### src/design/assert_macros.svh
// ----------------------------------------------------------------------------
// Assertion macros
// Shared concurrent assertion forms for the SSA step unit.
// ----------------------------------------------------------------------------
`ifndef ASSERT_MACROS_SVH
`define ASSERT_MACROS_SVH

// same-cycle implication, disabled during reset
`define BDM_ASSERT(label, clk, rst, prop, msg) \
   label: assert property (@(posedge clk) disable iff (rst) prop) \
      else $error(msg);

// next-cycle implication, disabled during reset
`define BDM_ASSERT_NEXT(label, clk, rst, ante, cons, msg) \
   label: assert property (@(posedge clk) disable iff (rst) (ante) |=> (cons)) \
      else $error(msg);

`endif

### src/design/bdm_ssa_pkg.sv
`timescale 1ns / 1ps
// ----------------------------------------------------------------------------
// SSA step package
// Widths, codes and types shared by the SSA step unit and its multiplier.
// ----------------------------------------------------------------------------
package bdm_ssa_pkg;

   localparam int COUNT_BITS  = 40;
   localparam int RANDOM_BITS = 32;
   localparam int RATE_BITS   = 48;
   localparam int TARGET_BITS = 40;
   localparam int FRAC_BITS   = 40;
   localparam int LIMB_BITS   = 32;

   localparam int PROD_W = COUNT_BITS + RATE_BITS;
   localparam int PMD_W  = PROD_W + RATE_BITS - FRAC_BITS;
   localparam int SUM_W  = PMD_W + 2;
   localparam int LHS_W  = SUM_W + RANDOM_BITS;

   localparam int A_LIMBS = (SUM_W + LIMB_BITS - 1) / LIMB_BITS;
   localparam int B_LIMBS = (RATE_BITS + LIMB_BITS - 1) / LIMB_BITS;
   localparam int A_W     = A_LIMBS * LIMB_BITS;
   localparam int B_W     = B_LIMBS * LIMB_BITS;
   localparam int ACC_W   = (A_LIMBS + B_LIMBS) * LIMB_BITS;

   localparam int TERM_COUNT  = 5;
   localparam int K_W         = 3;
   localparam int CSR_INDEX_W = 2;

   localparam logic [RATE_BITS-1:0]  FITNESS_ONE = RATE_BITS'(1) << FRAC_BITS;
   localparam logic [COUNT_BITS-1:0] COUNT_MAX   = {COUNT_BITS{1'b1}};

   localparam logic ACT_LOAD = 1'b0;
   localparam logic ACT_STEP = 1'b1;

   localparam logic [CSR_INDEX_W-1:0] CSR_DEATH_RATE     = 2'd0;
   localparam logic [CSR_INDEX_W-1:0] CSR_MUTATION_RATE  = 2'd1;
   localparam logic [CSR_INDEX_W-1:0] CSR_MUTANT_FITNESS = 2'd2;
   localparam logic [CSR_INDEX_W-1:0] CSR_TARGET_SIZE    = 2'd3;

   typedef enum logic [K_W-1:0] {
      RX_WILD_BIRTH = 3'd0,
      RX_WILD_DEATH = 3'd1,
      RX_MUT_BIRTH  = 3'd2,
      RX_MUT_DEATH  = 3'd3,
      RX_MUTATION   = 3'd4,
      RX_NONE       = 3'd5
   } reaction_type;

   typedef enum logic [3:0] {
      ST_IDLE,
      ST_MUL_WD,
      ST_MUL_MB,
      ST_MUL_MD,
      ST_MUL_MU,
      ST_TOTAL,
      ST_CHECK,
      ST_MUL_LHS,
      ST_SCAN,
      ST_APPLY,
      ST_FINISH
   } state_type;

   typedef struct packed {
      logic [COUNT_BITS-1:0] wild_count;
      logic [COUNT_BITS-1:0] mutant_count;
      logic [COUNT_BITS-1:0] event_count;
      reaction_type          reaction;
      logic                  target_reached;
      logic                  extinct;
      logic                  saturated;
   } rsp_data_type;

endpackage

### src/design/bdm_ssa_mul.sv
`timescale 1ns / 1ps
// ----------------------------------------------------------------------------
// SSA step limb multiplier
// Iterative wide multiplier: one 32x32 partial product per cycle, registered,
// then shifted and added into the accumulator. Pulses done with the product.
// ----------------------------------------------------------------------------
module bdm_ssa_mul import bdm_ssa_pkg::*; (
   input  logic             clock,
   input  logic             reset,
   input  logic             start,
   input  logic [A_W-1:0]   a,
   input  logic [B_W-1:0]   b,
   output logic             done,
   output logic [ACC_W-1:0] product
);

   localparam int AI_W = $clog2(A_LIMBS);
   localparam int BJ_W = $clog2(B_LIMBS);
   localparam int PS_W = $clog2(A_LIMBS + B_LIMBS - 1);
   localparam logic [AI_W-1:0] AI_LAST = AI_W'(A_LIMBS - 1);
   localparam logic [BJ_W-1:0] BJ_LAST = BJ_W'(B_LIMBS - 1);

   logic [A_W-1:0]         a_ff, a_in;
   logic [B_W-1:0]         b_ff, b_in;
   logic                   run_ff, run_in;
   logic [AI_W-1:0]        ai_ff, ai_in;
   logic [BJ_W-1:0]        bj_ff, bj_in;
   logic [2*LIMB_BITS-1:0] p_ff, p_in;
   logic [PS_W-1:0]        ps_ff, ps_in;
   logic                   pv_ff, pv_in;
   logic                   plast_ff, plast_in;
   logic [ACC_W-1:0]       acc_ff, acc_in;
   logic                   done_ff, done_in;

   always_comb begin
      a_in     = a_ff;
      b_in     = b_ff;
      run_in   = run_ff;
      ai_in    = ai_ff;
      bj_in    = bj_ff;
      p_in     = p_ff;
      ps_in    = ps_ff;
      pv_in    = 1'b0;
      plast_in = 1'b0;
      acc_in   = acc_ff;
      done_in  = 1'b0;
      if (start) begin
         a_in   = a;
         b_in   = b;
         run_in = 1'b1;
         ai_in  = '0;
         bj_in  = '0;
         acc_in = '0;
      end else begin
         if (run_ff) begin
            p_in  = a_ff[ai_ff*LIMB_BITS +: LIMB_BITS] * b_ff[bj_ff*LIMB_BITS +: LIMB_BITS];
            ps_in = PS_W'(ai_ff) + PS_W'(bj_ff);
            pv_in = 1'b1;
            if (bj_ff == BJ_LAST) begin
               bj_in = '0;
               if (ai_ff == AI_LAST) begin
                  run_in   = 1'b0;
                  plast_in = 1'b1;
               end else begin
                  ai_in = ai_ff + AI_W'(1);
               end
            end else begin
               bj_in = bj_ff + BJ_W'(1);
            end
         end
         if (pv_ff) begin
            acc_in  = acc_ff + (ACC_W'(p_ff) << (ps_ff * LIMB_BITS));
            done_in = plast_ff;
         end
      end
   end

   always_ff @(posedge clock) begin
      if (reset) begin
         run_ff   <= 1'b0;
         ai_ff    <= '0;
         bj_ff    <= '0;
         pv_ff    <= 1'b0;
         plast_ff <= 1'b0;
         done_ff  <= 1'b0;
      end else begin
         run_ff   <= run_in;
         ai_ff    <= ai_in;
         bj_ff    <= bj_in;
         pv_ff    <= pv_in;
         plast_ff <= plast_in;
         done_ff  <= done_in;
      end
   end

   always_ff @(posedge clock) begin
      a_ff   <= a_in;
      b_ff   <= b_in;
      p_ff   <= p_in;
      ps_ff  <= ps_in;
      acc_ff <= acc_in;
   end

   assign done    = done_ff;
   assign product = acc_ff;

endmodule

### config.mk
export PLATFORM = sky130hd
export DESIGN_NAME = bdm_ssa_mul
export DESIGN_NICKNAME = d
export VERILOG_FILES = /design/src/design/assert_macros.svh /design/src/design/bdm_ssa_pkg.sv /design/src/design/bdm_ssa_mul.sv
export SDC_FILE = /design/constraint.sdc
export NUM_CORES = 2
export LEC_CHECK = 0
export CAP_MARGIN = 0
export CORE_ASPECT_RATIO = 2
export CORE_MARGIN = 1.5
export CORE_UTILIZATION = 40
export CTS_CLUSTER_DIAMETER = 40
export DETAILED_ROUTE_END_ITERATION = 8
export DONT_BUFFER_PORTS = 1
export GPL_TIMING_DRIVEN = 0
export PLACE_DENSITY = 0.63
export SLEW_MARGIN = 20
export SYNTH_ARGS = -nofsm -noshare
export SYNTH_HDL_FRONTEND = slang
export SYNTH_SLANG_ARGS = --single-unit
### constraint.sdc
create_clock -name clock -period 11.5 [get_ports clock]
set_input_delay 2.3 -clock clock [delete_from_list [all_inputs] [get_ports clock]]
set_output_delay 2.3 -clock clock [all_outputs]
set_load 0.02 [all_outputs]
==> impl_metrics.py <==
metrics = {
    "status": {
        "status": "finished, final reports clean",
    },
    "route": {
        "drt_iter0_drc": 3656,
        "routed_wl_um": 313500,
        "via_per_inst": 5.843,
        "drc": 0,
        "ant_nets": 0,
        "drt_first_pass_iters": 6,
        "vias": 55170,
        "wl_per_cell_um": 33.20,
    },
    "worst_setup_path": {
        "criticalPathCategory": "reg2reg",
        "slowest_delay_ns": 0.78,
        "crit_path_max_fanout": 10,
        "cp.required_ns": 11.98,
        "crit_slowest_cell": "fa_1",
        "cp-end-kind": "register",
        "startpoint_type": "register",
        "crit_top_cell": "fa_1",
        "crit_arrival_ns": 11.83,
    },
    "timing": {
        "fin_crit_ns": 11.36,
        "setup_slack_ns": 0.1439,
        "tightestPinTransition_ns": 1.323,
        "finClkSkew_ns": 0.04020,
        "drv_slew": 0,
        "finalCritPeriodShare_pct": 98.75,
        "max_freq_ghz": 0.08806,
        "timing.hold.ws_ns": 0.4927,
        "slew_headroom_pct": 9.267,
        "hold_viol": 0,
        "rsz0062_at_grt": "yes",
        "setup-violations-final": 0,
    },
    "floorplanning": {
        "die_w_um": 283.6,
        "start_util_pct": 40.32,
        "die_area_um2": 160000,
        "core_um2": 156200,
        "core.rowCount": 205,
        "fp.dieH_um": 564.2,
        "ios": 388,
    },
    "placement": {
        "routabilityCongestion": 1.107,
        "place_ws_ns": -1.018,
        "hpwl_um": 268900,
        "portBuffers": 0,
        "place_inst": 9330,
    },
    "global_routing": {
        "antenna_found_initial": 7,
        "overflow": 0,
        "grt_pass1_vias": 58340,
        "grt_usage_pct": 38.89,
        "grt_max_degree": 194,
        "grt_pass1_wl_um": 431100,
    },
    "clock_network": {
        "cts_buffers": 58,
        "htree_levels": 2,
        "clock-sinks": 458,
        "cts_tree": "done",
        "cts_setup_buffers": 0,
        "clock_latency_ns": 0.73,
        "cts-root-buf": "clkbuf_16",
        "hold_buffers": 0,
        "cts_max_path_buffers": 3,
        "cts.reportedPaths.clkPinSlew_ns": 0.07,
    },
    "synthesis": {
        "synth_largest_area_cell": "fa_1",
        "syn_avg_cell_area_um2": 8.694,
        "synth_fa_ha_area_share_pct": 37.59,
        "yosys.area_share.simple_pct": 15.51,
        "synthCells": 7244,
        "async_reset_ff_share_pct": 0,
        "synthMostInstantiatedCell": "nor2_1",
        "ys_types": 93,
        "synth_common_cells": "nor2_1 (1073), inv_1 (928), fa_1 (897)",
        "yosysTopAreaCellShare_pct": 28.51,
        "syn_area_um2": 62980,
        "synthTopCellsByArea": "fa_1 (29%), edfxtp_1 (12%), ha_1 (9.1%), nor2_1 (6.4%), dfxtp_1 (6.3%)",
        "synth_mux_area_share_pct": 3.969,
        "synth_xor_area_share_pct": 3.463,
        "synth_ff_type": "edfxtp_1",
        "synth-seq-area-share_pct": 18.67,
        "ys_ff_latch": 458,
        "syn_nets": 8793,
        "synth_edf_count": 259,
        "ys_warn_count": 0,
        "synth_top_family_by_area": "adder cells",
        "synth_compound_area_share_pct": 12.69,
    },
    "layout": {
        "multi_input_area_um2": 46400,
        "nets": 8867,
        "stdcell_count": 9443,
        "fillerInstances": 15620,
        "area.sequential_um2": 11760,
        "drive_gt1_share_pct": 5.920,
        "area_growth_pct": 8.384,
    },
    "flow_run": {
        "cap_violations": 0,
    },
    "worst_hold_path": {
        "hp-class": "reg2reg",
    },
}
stage by stage:
stage / instance area (µm²) / util (%) / TNS [ns]
2_1_floorplan: 62980 / - / 0
3_3_place_gp: 65570 / 41.98 / -32.81
3_5_place_dp: 66050 / 42.28 / -10.60
4_1_cts: 68130 / 43.61 / 0
5_1_grt: 68240 / 43.69 / -0.02267
6_report: 68260 / 43.70 / 0
worst max-delay path, delay by kind of cell, from the launching register on:
kind / cells / cell delay, ns
xor+xnor: 1 / 0.34
compound gates: 6 / 1.55
buf+inv: 5 / 1.85
fa+ha+maj: 9 / 4.62
simple gates: 9 / 2.03
mux: 1 / 0.13
flops: 1 / 0.56
path summary, 6_finish.rpt:
kind | startpoint | end | slack, ns | cells past startpoint
worst max-delay path | ai_ff[0] | p_ff[56] | 0.14 | 31
worst min-delay path | plast_ff | done | 0.49 | 1
worst max register to register | ai_ff[0] | p_ff[56] | 0.14 | 31
worst min register to register | plast_ff | done | 0.49 | 1
placed cells by master (no fill, tap or decap), types with 43 or more instances in the layout:
master,instances
xnor2_1,155
mux2i_1,146
edfxtp_1,259
mux2_2,61
clkbuf_16,59
clkbuf_1,251
buf_2,60
nand2_1,814
o21bai_1,71
xor2_1,94
o21a_1,58
clkbuf_2,76
nand3_1,43
and2_1,49
a21o_1,126
nand4_1,130
nor2_1,1073
a21oi_1,419
inv_1,928
o21ai_0,280
fa_1,897
dfxtp_1,199
nor3_1,55
ha_1,457
final cells by class:
type	count	share of cell area, %
Antenna cell	8	0.02933
Buffer	408	2.597
Clock buffer	64	2.220
Clock inverter	43	0.6837
Inverter	929	5.109
Multi-Input combinational cell	5446	67.98
Sequential cell	458	17.23
Tap cell	2070	3.794
Timing Repair Buffer	17	0.3611
layer usage:
layer / global-route usage (%) / wire (µm)
met2: 69.30 / 154400
met5: 0 / 43
met3: 8.278 / 20470
met1: 32.74 / 89760
met4: 47.68 / 48840
state kept, by name (all words and copies together) (netlist names):
name	flops
bj_ff	1
ps_ff	3
ai_ff	2
pv_ff	1
run_ff	1
done	1
p_ff	64
a_ff	128
plast_ff	1
product	192
b_ff	64
logic make-up after synthesis:
| family | count (synthesis) |
|---|---|
| simple gates | 2321 |
| fa+ha+maj | 1354 |
| buf+inv | 1340 |
| compound gates | 1280 |
| flops | 458 |
| xor+xnor | 249 |
| mux | 242 |
timing repair:
action | 4_1_cts | 5_1_grt
hold endpoints to repair | 0 | 0
setup endpoints to repair | 19 | 11
cloned | 0 | 0
resized for setup | 55 | 68
Power is not shown: default switching activity piles up to over one toggle a cycle in this logic, so the estimate is an artifact.
